===== src/cfcg_pkg.sv =====
// package for the can frame crc / counter / gear checker
// holds the shared types, codes and crc byte step; used by every module in src

package cfcg_pkg;

   localparam int FAIL_COUNT_WIDTH = 16;
   localparam int CRC_STAGES       = 7;
   localparam int QUEUE_DEPTH      = 4;
   localparam int QUEUE_PTR_WIDTH  = $clog2(QUEUE_DEPTH);
   localparam int QUEUE_CNT_WIDTH  = $clog2(QUEUE_DEPTH + 1);
   localparam int CSR_ADDR_WIDTH   = 4;

   // register indexes (paddr[3:2])
   localparam logic [1:0] REG_MATCH_ID   = 2'd0;
   localparam logic [1:0] REG_CRC_POLY   = 2'd1;
   localparam logic [1:0] REG_CRC_XOROUT = 2'd2;

   localparam logic [10:0] MATCH_ID_RESET   = 11'd1017;
   localparam logic [7:0]  CRC_POLY_RESET   = 8'h1D;
   localparam logic [7:0]  CRC_XOROUT_RESET = 8'h04;

   localparam logic [2:0] STATUS_IGNORED  = 3'd0;
   localparam logic [2:0] STATUS_CRC_FAIL = 3'd1;
   localparam logic [2:0] STATUS_BAD_NIB  = 3'd2;
   localparam logic [2:0] STATUS_ACCEPTED = 3'd3;
   localparam logic [2:0] STATUS_SEQ_GAP  = 3'd4;

   localparam logic [1:0] GEAR_PARK    = 2'd0;
   localparam logic [1:0] GEAR_REVERSE = 2'd1;
   localparam logic [1:0] GEAR_NEUTRAL = 2'd2;
   localparam logic [1:0] GEAR_DRIVE   = 2'd3;

   localparam logic [7:0] GEAR_BYTE_PARK    = 8'h33;
   localparam logic [7:0] GEAR_BYTE_NEUTRAL = 8'h31;
   localparam logic [7:0] GEAR_BYTE_REVERSE = 8'h32;
   localparam logic [7:0] GEAR_BYTE_DRIVE   = 8'h35;

   localparam logic [3:0] SEQ_MARK = 4'hF;

   typedef enum logic [1:0] {
      KIND_IGNORED   = 2'd0,
      KIND_CRC_FAIL  = 2'd1,
      KIND_BAD_NIB   = 2'd2,
      KIND_OK        = 2'd3
   } kind_type;

   typedef struct packed {
      kind_type   kind;
      logic [3:0] seq;
      logic [7:0] gear_byte;
      logic [7:0] lever;
   } item_type;

   // one byte of msb-first crc-8, init folded in by caller
   function automatic logic [7:0] crc8_byte(input logic [7:0] rem,
                                            input logic [7:0] data,
                                            input logic [7:0] poly);
      logic [7:0] r;
      r = rem ^ data;
      for (int b = 0; b < 8; b++) begin
         if (r[7]) begin
            r = {r[6:0], 1'b0} ^ poly;
         end else begin
            r = {r[6:0], 1'b0};
         end
      end
      return r;
   endfunction

endpackage


===== src/cfcg_front.sv =====
// front end: accepts frames, runs the crc over bytes 1..7 one byte per stage
// and classifies each frame; uses cfcg_pkg

module cfcg_front (
   input  logic                 clock,
   input  logic                 reset,
   input  logic                 req_tvalid,
   output logic                 req_tready,
   input  logic [10:0]          req_can_id,
   input  logic [63:0]          req_frame_data,
   input  logic [10:0]          match_id,
   input  logic [7:0]           crc_poly,
   input  logic [7:0]           crc_xorout,
   output logic                 out_valid,
   input  logic                 out_ready,
   output cfcg_pkg::item_type   out_item
);

   localparam int LAST = cfcg_pkg::CRC_STAGES - 1;

   logic [cfcg_pkg::CRC_STAGES-1:0] valid_ff, valid_in;
   logic [cfcg_pkg::CRC_STAGES-1:0] match_ff, match_in;
   logic [7:0]  rem_ff  [cfcg_pkg::CRC_STAGES];
   logic [7:0]  rem_in  [cfcg_pkg::CRC_STAGES];
   logic [63:0] data_ff [cfcg_pkg::CRC_STAGES];
   logic [63:0] data_in [cfcg_pkg::CRC_STAGES];
   logic        advance;
   logic [7:0]  crc_final;
   logic [63:0] last_data;

   // whole pipe moves together; stalls only when the queue is full
   assign advance    = !valid_ff[LAST] || out_ready;
   assign req_tready = advance;

   always_comb begin
      valid_in[0] = req_tvalid;
      match_in[0] = (req_can_id == match_id);
      data_in[0]  = req_frame_data;
      rem_in[0]   = cfcg_pkg::crc8_byte(8'h00, req_frame_data[15:8], crc_poly);
      for (int s = 1; s < cfcg_pkg::CRC_STAGES; s++) begin
         valid_in[s] = valid_ff[s-1];
         match_in[s] = match_ff[s-1];
         data_in[s]  = data_ff[s-1];
         // stage s folds in byte s+1
         rem_in[s]   = cfcg_pkg::crc8_byte(rem_ff[s-1], data_ff[s-1][8*(s+1) +: 8],
                                           crc_poly);
      end
   end

   always_ff @(posedge clock) begin
      if (reset) begin
         valid_ff <= '0;
      end else if (advance) begin
         valid_ff <= valid_in;
      end
   end

   always_ff @(posedge clock) begin
      if (advance) begin
         match_ff <= match_in;
         for (int s = 0; s < cfcg_pkg::CRC_STAGES; s++) begin
            rem_ff[s]  <= rem_in[s];
            data_ff[s] <= data_in[s];
         end
      end
   end

   assign last_data = data_ff[LAST];
   assign crc_final = rem_ff[LAST] ^ crc_xorout;

   always_comb begin
      out_item.seq       = last_data[11:8];
      out_item.gear_byte = last_data[55:48];
      out_item.lever     = last_data[39:32];
      if (!match_ff[LAST]) begin
         out_item.kind = cfcg_pkg::KIND_IGNORED;
      end else if (crc_final != last_data[7:0]) begin
         out_item.kind = cfcg_pkg::KIND_CRC_FAIL;
      end else if (last_data[15:12] != cfcg_pkg::SEQ_MARK) begin
         out_item.kind = cfcg_pkg::KIND_BAD_NIB;
      end else begin
         out_item.kind = cfcg_pkg::KIND_OK;
      end
   end

   assign out_valid = valid_ff[LAST];

endmodule


===== src/cfcg_queue.sv =====
// short queue of classified frames between the front and back ends
// uses cfcg_pkg for the item type and depth

module cfcg_queue (
   input  logic                 clock,
   input  logic                 reset,
   input  logic                 push_valid,
   output logic                 push_ready,
   input  cfcg_pkg::item_type   push_item,
   output logic                 pop_valid,
   input  logic                 pop_ready,
   output cfcg_pkg::item_type   pop_item
);

   localparam logic [cfcg_pkg::QUEUE_PTR_WIDTH-1:0] PTR_LAST =
      cfcg_pkg::QUEUE_PTR_WIDTH'(cfcg_pkg::QUEUE_DEPTH - 1);
   localparam logic [cfcg_pkg::QUEUE_CNT_WIDTH-1:0] CNT_FULL =
      cfcg_pkg::QUEUE_CNT_WIDTH'(cfcg_pkg::QUEUE_DEPTH);

   cfcg_pkg::item_type entry_ff [cfcg_pkg::QUEUE_DEPTH];
   logic [cfcg_pkg::QUEUE_PTR_WIDTH-1:0] wr_ptr_ff, wr_ptr_in;
   logic [cfcg_pkg::QUEUE_PTR_WIDTH-1:0] rd_ptr_ff, rd_ptr_in;
   logic [cfcg_pkg::QUEUE_CNT_WIDTH-1:0] count_ff, count_in;
   logic push, pop;

   assign push_ready = (count_ff != CNT_FULL);
   assign pop_valid  = (count_ff != '0);
   assign push       = push_valid && push_ready;
   assign pop        = pop_valid && pop_ready;
   assign pop_item   = entry_ff[rd_ptr_ff];

   always_comb begin
      wr_ptr_in = wr_ptr_ff;
      rd_ptr_in = rd_ptr_ff;
      count_in  = count_ff;
      if (push) begin
         wr_ptr_in = (wr_ptr_ff == PTR_LAST) ? '0 : wr_ptr_ff + 1'b1;
      end
      if (pop) begin
         rd_ptr_in = (rd_ptr_ff == PTR_LAST) ? '0 : rd_ptr_ff + 1'b1;
      end
      if (push && !pop) begin
         count_in = count_ff + 1'b1;
      end else if (pop && !push) begin
         count_in = count_ff - 1'b1;
      end
   end

   always_ff @(posedge clock) begin
      if (reset) begin
         wr_ptr_ff <= '0;
         rd_ptr_ff <= '0;
         count_ff  <= '0;
      end else begin
         wr_ptr_ff <= wr_ptr_in;
         rd_ptr_ff <= rd_ptr_in;
         count_ff  <= count_in;
      end
   end

   always_ff @(posedge clock) begin
      if (push) begin
         entry_ff[wr_ptr_ff] <= push_item;
      end
   end

   a_count_bound: assert property (@(posedge clock) disable iff (reset)
      count_ff <= CNT_FULL)
      else $error("queue count beyond depth");

   a_pop_moves_rd: assert property (@(posedge clock) disable iff (reset)
      pop && !push |=> count_ff != CNT_FULL)
      else $error("queue full right after a pop without push");

endmodule


===== src/cfcg_back.sv =====
// back end: applies a classified frame to the held gear, sequence and fault
// counters and holds the result for the rsp channel; uses cfcg_pkg

module cfcg_back (
   input  logic                 clock,
   input  logic                 reset,
   input  logic                 item_valid,
   output logic                 item_ready,
   input  cfcg_pkg::item_type   item,
   output logic                 rsp_tvalid,
   input  logic                 rsp_tready,
   output logic [2:0]           rsp_status,
   output logic [1:0]           rsp_gear,
   output logic [7:0]           rsp_gear_byte,
   output logic [7:0]           rsp_lever_position,
   output logic [15:0]          rsp_crc_fail_count,
   output logic [15:0]          rsp_sequence_fail_count
);

   localparam logic [cfcg_pkg::FAIL_COUNT_WIDTH-1:0] CNT_MAX = '1;

   logic        take;
   logic        rsp_valid_ff, rsp_valid_in;
   logic [2:0]  status_ff, status_in;
   logic [1:0]  gear_ff, gear_in;
   logic [7:0]  gear_byte_ff, gear_byte_in;
   logic [7:0]  lever_ff, lever_in;
   logic [3:0]  last_seq_ff, last_seq_in;
   logic        seq_seen_ff, seq_seen_in;
   logic [cfcg_pkg::FAIL_COUNT_WIDTH-1:0] crc_cnt_ff, crc_cnt_in;
   logic [cfcg_pkg::FAIL_COUNT_WIDTH-1:0] seq_cnt_ff, seq_cnt_in;
   logic [3:0]  step;
   logic [31:0] crc_wide, seq_wide;

   // held state only moves when a new result loads, so it stays put while stalled
   assign item_ready = !rsp_valid_ff || rsp_tready;
   assign take       = item_valid && item_ready;
   assign step       = item.seq - last_seq_ff;

   always_comb begin
      rsp_valid_in = rsp_valid_ff && !rsp_tready;
      status_in    = status_ff;
      gear_in      = gear_ff;
      gear_byte_in = gear_byte_ff;
      lever_in     = lever_ff;
      last_seq_in  = last_seq_ff;
      seq_seen_in  = seq_seen_ff;
      crc_cnt_in   = crc_cnt_ff;
      seq_cnt_in   = seq_cnt_ff;
      if (take) begin
         rsp_valid_in = 1'b1;
         case (item.kind)
            cfcg_pkg::KIND_IGNORED: begin
               status_in = cfcg_pkg::STATUS_IGNORED;
            end
            cfcg_pkg::KIND_CRC_FAIL: begin
               status_in  = cfcg_pkg::STATUS_CRC_FAIL;
               crc_cnt_in = (crc_cnt_ff == CNT_MAX) ? crc_cnt_ff : crc_cnt_ff + 1'b1;
            end
            cfcg_pkg::KIND_BAD_NIB: begin
               status_in  = cfcg_pkg::STATUS_BAD_NIB;
               seq_cnt_in = (seq_cnt_ff == CNT_MAX) ? seq_cnt_ff : seq_cnt_ff + 1'b1;
            end
            cfcg_pkg::KIND_OK: begin
               status_in = cfcg_pkg::STATUS_ACCEPTED;
               // first counter after reset has nothing to step from
               if (seq_seen_ff && step != 4'd1 && step != 4'd2) begin
                  status_in  = cfcg_pkg::STATUS_SEQ_GAP;
                  seq_cnt_in = (seq_cnt_ff == CNT_MAX) ? seq_cnt_ff : seq_cnt_ff + 1'b1;
               end
               last_seq_in  = item.seq;
               seq_seen_in  = 1'b1;
               gear_byte_in = item.gear_byte;
               lever_in     = item.lever;
               case (item.gear_byte)
                  cfcg_pkg::GEAR_BYTE_PARK:    gear_in = cfcg_pkg::GEAR_PARK;
                  cfcg_pkg::GEAR_BYTE_REVERSE: gear_in = cfcg_pkg::GEAR_REVERSE;
                  cfcg_pkg::GEAR_BYTE_NEUTRAL: gear_in = cfcg_pkg::GEAR_NEUTRAL;
                  cfcg_pkg::GEAR_BYTE_DRIVE:   gear_in = cfcg_pkg::GEAR_DRIVE;
                  default:                     gear_in = gear_ff;
               endcase
            end
            default: begin
               status_in = cfcg_pkg::STATUS_IGNORED;
            end
         endcase
      end
   end

   always_ff @(posedge clock) begin
      if (reset) begin
         rsp_valid_ff <= 1'b0;
         gear_ff      <= cfcg_pkg::GEAR_PARK;
         gear_byte_ff <= '0;
         lever_ff     <= '0;
         last_seq_ff  <= '0;
         seq_seen_ff  <= 1'b0;
         crc_cnt_ff   <= '0;
         seq_cnt_ff   <= '0;
      end else begin
         rsp_valid_ff <= rsp_valid_in;
         gear_ff      <= gear_in;
         gear_byte_ff <= gear_byte_in;
         lever_ff     <= lever_in;
         last_seq_ff  <= last_seq_in;
         seq_seen_ff  <= seq_seen_in;
         crc_cnt_ff   <= crc_cnt_in;
         seq_cnt_ff   <= seq_cnt_in;
      end
   end

   always_ff @(posedge clock) begin
      status_ff <= status_in;
   end

   assign crc_wide = 32'(crc_cnt_ff);
   assign seq_wide = 32'(seq_cnt_ff);

   assign rsp_tvalid              = rsp_valid_ff;
   assign rsp_status              = status_ff;
   assign rsp_gear                = gear_ff;
   assign rsp_gear_byte           = gear_byte_ff;
   assign rsp_lever_position      = lever_ff;
   assign rsp_crc_fail_count      = crc_wide[15:0];
   assign rsp_sequence_fail_count = seq_wide[15:0];

   a_crc_cnt_only_on_fail: assert property (@(posedge clock) disable iff (reset)
      !(take && item.kind == cfcg_pkg::KIND_CRC_FAIL) |=> $stable(crc_cnt_ff))
      else $error("crc fail count moved without a crc failure");

   a_first_seq_clean: assert property (@(posedge clock) disable iff (reset)
      take && item.kind == cfcg_pkg::KIND_OK && !seq_seen_ff
      |=> rsp_valid_ff && status_ff == cfcg_pkg::STATUS_ACCEPTED)
      else $error("first counter after reset flagged as gap");

   a_ignored_holds: assert property (@(posedge clock) disable iff (reset)
      take && item.kind == cfcg_pkg::KIND_IGNORED
      |=> $stable(gear_ff) && $stable(seq_cnt_ff) && $stable(last_seq_ff))
      else $error("ignored frame changed held state");

endmodule


===== src/can_frame_crc_counter_gear_check.sv =====
// top level of the can frame crc / counter / gear checker
// holds the csr registers and ties cfcg_front, cfcg_queue and cfcg_back; uses cfcg_pkg
//
// req channel: one received frame per transfer, can_id and eight payload bytes.
// rsp channel: exactly one result per frame, in frame order: status, held gear,
// held gear byte, held lever byte and both saturating fault counts.
// csr port: apb-style, match_id at 0x0, crc_poly at 0x4, crc_xorout at 0x8;
// write only while no frame is in flight.
// path: a frame transfer loads the first of 7 crc stages; the frame then takes
// six more stage hops, the queue write and the result register before its
// result shows on rsp; one frame per cycle sustained while rsp_tready is high.
// the front pipe stalls only when the 4-entry queue is full, and the queue
// fills only while rsp_tready is held low, so req_tready drops once the queue
// has filled behind a stalled receiver, while the result register holds its value.
// reset: pipe and queue empty, gear park, held bytes and counters zero, no
// rolling counter seen yet, registers back to 1017 / 0x1D / 0x04.

module can_frame_crc_counter_gear_check (
   input  logic                                clock,
   input  logic                                reset,
   input  logic                                req_tvalid,
   output logic                                req_tready,
   input  logic [79:0]                         req_tdata,  // can_id, frame_data
   output logic                                rsp_tvalid,
   input  logic                                rsp_tready,
   // status, gear, gear_byte, lever_position, crc_fail_count, sequence_fail_count
   output logic [55:0]                         rsp_tdata,
   input  logic                                csr_psel,
   input  logic                                csr_penable,
   input  logic                                csr_pwrite,
   input  logic [cfcg_pkg::CSR_ADDR_WIDTH-1:0] csr_paddr,
   input  logic [31:0]                         csr_pwdata,
   output logic [31:0]                         csr_prdata,
   output logic                                csr_pready
);

   logic [10:0] match_id_ff;
   logic [7:0]  crc_poly_ff;
   logic [7:0]  crc_xorout_ff;
   logic        csr_write;

   logic               fr_valid, fr_ready;
   cfcg_pkg::item_type fr_item;
   logic               q_valid, q_ready;
   cfcg_pkg::item_type q_item;

   logic [2:0]  rsp_status;
   logic [1:0]  rsp_gear;
   logic [7:0]  rsp_gear_byte;
   logic [7:0]  rsp_lever_position;
   logic [15:0] rsp_crc_fail_count;
   logic [15:0] rsp_sequence_fail_count;

   assign csr_pready = 1'b1;
   assign csr_write  = csr_psel && csr_penable && csr_pwrite && csr_pready;

   always_ff @(posedge clock) begin
      if (reset) begin
         match_id_ff   <= cfcg_pkg::MATCH_ID_RESET;
         crc_poly_ff   <= cfcg_pkg::CRC_POLY_RESET;
         crc_xorout_ff <= cfcg_pkg::CRC_XOROUT_RESET;
      end else if (csr_write) begin
         case (csr_paddr[3:2])
            cfcg_pkg::REG_MATCH_ID:   match_id_ff   <= csr_pwdata[10:0];
            cfcg_pkg::REG_CRC_POLY:   crc_poly_ff   <= csr_pwdata[7:0];
            cfcg_pkg::REG_CRC_XOROUT: crc_xorout_ff <= csr_pwdata[7:0];
            default: ;
         endcase
      end
   end

   always_comb begin
      case (csr_paddr[3:2])
         cfcg_pkg::REG_MATCH_ID:   csr_prdata = 32'(match_id_ff);
         cfcg_pkg::REG_CRC_POLY:   csr_prdata = 32'(crc_poly_ff);
         cfcg_pkg::REG_CRC_XOROUT: csr_prdata = 32'(crc_xorout_ff);
         default:                  csr_prdata = '0;
      endcase
   end

   cfcg_front u_front (
      .clock          (clock),
      .reset          (reset),
      .req_tvalid     (req_tvalid),
      .req_tready     (req_tready),
      .req_can_id     (req_tdata[10:0]),
      .req_frame_data (req_tdata[74:11]),
      .match_id       (match_id_ff),
      .crc_poly       (crc_poly_ff),
      .crc_xorout     (crc_xorout_ff),
      .out_valid      (fr_valid),
      .out_ready      (fr_ready),
      .out_item       (fr_item)
   );

   cfcg_queue u_queue (
      .clock      (clock),
      .reset      (reset),
      .push_valid (fr_valid),
      .push_ready (fr_ready),
      .push_item  (fr_item),
      .pop_valid  (q_valid),
      .pop_ready  (q_ready),
      .pop_item   (q_item)
   );

   cfcg_back u_back (
      .clock                   (clock),
      .reset                   (reset),
      .item_valid              (q_valid),
      .item_ready              (q_ready),
      .item                    (q_item),
      .rsp_tvalid              (rsp_tvalid),
      .rsp_tready              (rsp_tready),
      .rsp_status              (rsp_status),
      .rsp_gear                (rsp_gear),
      .rsp_gear_byte           (rsp_gear_byte),
      .rsp_lever_position      (rsp_lever_position),
      .rsp_crc_fail_count      (rsp_crc_fail_count),
      .rsp_sequence_fail_count (rsp_sequence_fail_count)
   );

   assign rsp_tdata = {3'b000, rsp_sequence_fail_count, rsp_crc_fail_count,
                       rsp_lever_position, rsp_gear_byte, rsp_gear, rsp_status};

endmodule

===== config.mk =====
export PLATFORM = sky130hd
export DESIGN_NAME = can_frame_crc_counter_gear_check
export DESIGN_NICKNAME = d
export VERILOG_FILES = /design/src/cfcg_pkg.sv /design/src/cfcg_front.sv /design/src/cfcg_queue.sv /design/src/cfcg_back.sv /design/src/can_frame_crc_counter_gear_check.sv
export SDC_FILE = /design/constraint.sdc
export NUM_CORES = 1
export LEC_CHECK = 0
export ABC_AREA = 0
export BUFFER_PORTS_ARGS = -buffer_cell sky130_fd_sc_hd__buf_2
export CORE_MARGIN = 4
export CORE_UTILIZATION = 60
export CTS_CLUSTER_DIAMETER = 120
export DETAILED_ROUTE_END_ITERATION = 10
export HOLD_SLACK_MARGIN = 0.08
export PLACE_DENSITY = 0.89
export SYNTH_ARGS = -nofsm -noshare
export SYNTH_HDL_FRONTEND = slang
export SYNTH_SLANG_ARGS = --single-unit

===== constraint.sdc =====
create_clock -name clock -period 14.5 [get_ports clock]
set_input_delay 1.45 -clock clock [delete_from_list [all_inputs] [get_ports clock]]
set_output_delay 1.45 -clock clock [all_outputs]
set_load 0.02 [all_outputs]

==> results.md <==
* Status: finished clean
* Pins Over Slew Limit at 0
* Peak VDD IR at about 0.17 mV
* CTS tree: built
* Fmax at approximately 170 MHz
* Tmin final at around 5.8 ns
* HPWL Detailed at around 44 mm
* Layout cells sized above 1 at 0.142
* Post-DR vias/cell at about 6
* GRT Overall Usage at 0.253
* IO Count at roughly 210
* Tightest Pin Transition at approximately 1.3 ns
* Slew HR at 0.131
* Setup Buffers After CTS at 0
* Post-Syn Instances at around 2,500
* Vias at around 20,000
* Nets at about 2,800
* Critical path launch point type: flip-flop
* Final ANT Viol Nets at 0
* Hold Crit Class: flip-flop to flip-flop
* Buffers on Ports at 160
* Mapped Area at 29,900 um^2
* TritonRoute pass-1 iters at 6
* CP max FO at 91
* Height of the die at between 200 and 250 um
* WP data arrival at 6.09 ns
* Setup TNS at 0 ns
* Routed length per placed instance at ~21 um
* Core box area at just under 50,000 um^2
* Hold Path Origin: u_front.data_ff[1][3]$_DFFE_PP_
* Num Clock Sinks at about 580
* Prevailing post-synth register cell: edfxtp_1
* CTS root buffer: clkbuf_16
* RSZ-0062 raised after global routing: false
* Synthesized flop and latch total at 581
* Fin util at 0.675
* GR Overflow Total at 0
* Number of DRC markers in iteration 0 at around 2,200
* Pwr/cell area at between 200 and 250 nW/um^2
* Total Power at roughly 8200 uW
* Worst EP required at around 15 ns
* Skew-Pair Late Insertion Delay at roughly 0.66 ns
* Final Hold Viols at 0
* Initial core utilization at 0.609
* Max Cap Viol at 0
* Crit end category: flip-flop
* Vias in the first global route at between 20,000 and 25,000
* Clock-pin slew on the worst setup and hold paths at roughly 0.06 ns
* Leak at 0.0127 uW
* GPL Wtd Cong at 0.887
* Post-synth ARST share at 0
* Total Wirelength at between 60 and 70 mm
* Worst-case clock buffer depth at 3
* Hold Buf Count CTS at 0
* Fill count at roughly 3,400
* Die area at ~53,000 um^2
* Pin count of the biggest net entering global routing at 160
* Leading cell type by number of instances after synthesis: edfxtp_1
* Die X at around 230 um
* Synthesis-to-layout area growth at 10.8%
* Cell taking the most area after synthesis: edfxtp_1
* Setup violations, final at 0
* Synth top cells by count: 482 x edfxtp_1, 359 x nand2_1, 259 x xnor2_1
* Initial antenna violation count at 3
* Placed instance area at 31,100 um^2
* CTS H-tree depth at 2
* Critical path launch point: crc_poly_ff[7]$_SDFFE_PP0P_
* Crit Path Category: flip-flop to flip-flop
* FP Rows at 81
* Seq/Total Area, Yosys at 0.550
* Hold Slack at about 0.4 ns
* Max Clock Skew at between 0.06 and 0.07 ns
* Worst r2r src: crc_poly_ff[7]$_SDFFE_PP0P_
* Drt drc at 0
* Final instance area at roughly 33,000 um^2
* Yosys warns at 0
* First-pass GRT wire length at 108 mm
* CTS resizes at 0
* Yosys cell types at a little under 90
* Final period utilization at 0.397
* Syn_area_per_cell at roughly 12 um^2
* Top post-synthesis cells by area: edfxtp_1 48%, xnor2_1 7.6%, dfxtp_1 6.6%, nand2_1 4.5%, xor2_1 3.3%
* CTS Buf Count at 57
* Share of the synthesized area in the top cell type at 0.484
* Number of synthesized flops with an enable pin at roughly 480
[critical path: stages, from the launching register on]
cell	delay, ns
dfxtp_4	0.84
buf_4	0.85
and2_1	0.94
nand2_1	0.15
a21oi_1	0.28
o31ai_1	0.14
a211oi_4	0.53
a21oi_1	0.21
a2bb2oi_2	0.22
xor2_1	0.51
nand2_1	0.13
xnor3_1	0.42
xnor2_1	0.17
[metrics by stage]
stage	cells	worst slack (ns)
after global routing	3338	8.61
final	3339	8.74
after CTS	3337	8.94
after detailed placement	3229	8.95
after global placement	3229	9.09
after floorplan	2542	4.54
[layout make-up]
cell class / instances / area [um^2] / share of cell area
inverters: 27 / 109 / 0.00329
diodes: 2 / 5.00 / 0.000151
clock inverters: 36 / 485 / 0.0147
multi-input cells: 1771 / 12700 / 0.382
clock buffers: 72 / 1560 / 0.0470
repair buffers: 186 / 1010 / 0.0305
well taps: 664 / 831 / 0.0251
flip-flops and latches: 581 / 16500 / 0.497
[power by group]
part / internal, uW / leakage (uW) / switching (uW)
clock: 915 / 0.000993 / 645
sequential: 2160 / 0.00579 / 107
combinational: 2130 / 0.00589 / 2270
total: 5200 / 0.0127 / 3020
[final timing paths]
kind,cells after the start,end,slack [ns]
worst max-delay path,12,u_front.rem_ff[5][4]$_DFFE_PP_,8.74
worst min-delay path,0,u_front.data_ff[2][3]$_DFFE_PP_,0.39
worst max register to register,12,u_front.rem_ff[5][4]$_DFFE_PP_,8.74
worst min register to register,0,u_front.data_ff[2][3]$_DFFE_PP_,0.39
[logic make-up (layout without fill, tap and decap cells)]
logic type | after synthesis | in the layout | synth area share
flops | 581 | 581 | 0.550
mux | 89 | 89 | 0.0396
fa+ha+maj | 13 | 13 | 0.00594
compound gates | 395 | 395 | 0.0887
simple gates | 802 | 802 | 0.122
buf+inv | 190 | 321 | 0.0293
xor+xnor | 447 | 447 | 0.164
other cells | 2 | 27 | 0.000251
[cell usage in the layout (no fill, tap or decap), drive strengths merged, types with 24 or more instances in the layout]
cell / Yosys / routed
nand2: 361 / 361
dfxtp: 99 / 99
a21oi: 139 / 139
nor2: 150 / 150
edfxtp: 482 / 482
and3: 24 / 24
xnor3: 33 / 33
a211oi: 24 / 24
and2: 31 / 31
nand4: 25 / 25
xor2: 128 / 128
xnor2: 272 / 272
buf: 76 / 186
clkbuf: 87 / 72
nor3: 43 / 43
mux2i: 59 / 59
nand3: 92 / 92
inv: 24 / 30
o21ai: 81 / 81
conb: 2 / 25
[flip-flops by register name (all words and copies together) (netlist names), 11 cells and up, named ones only]
register,count
u_front.rem_ff,56
match_id_ff,11
u_front.data_ff,328
u_back.rsp_sequence_fail_count,16
u_queue.entry_ff,88
u_back.rsp_crc_fail_count,16
[routing by layer]
layer  up-vias  track usage  routed length [um]
li1       9201            -                   -
met1      9681        0.321               26600
met2      1000        0.424               33100
met3       239       0.0508                5830
met4         2        0.112                3160
met5         -            0                  17
(Power assumes the default switching activity.)
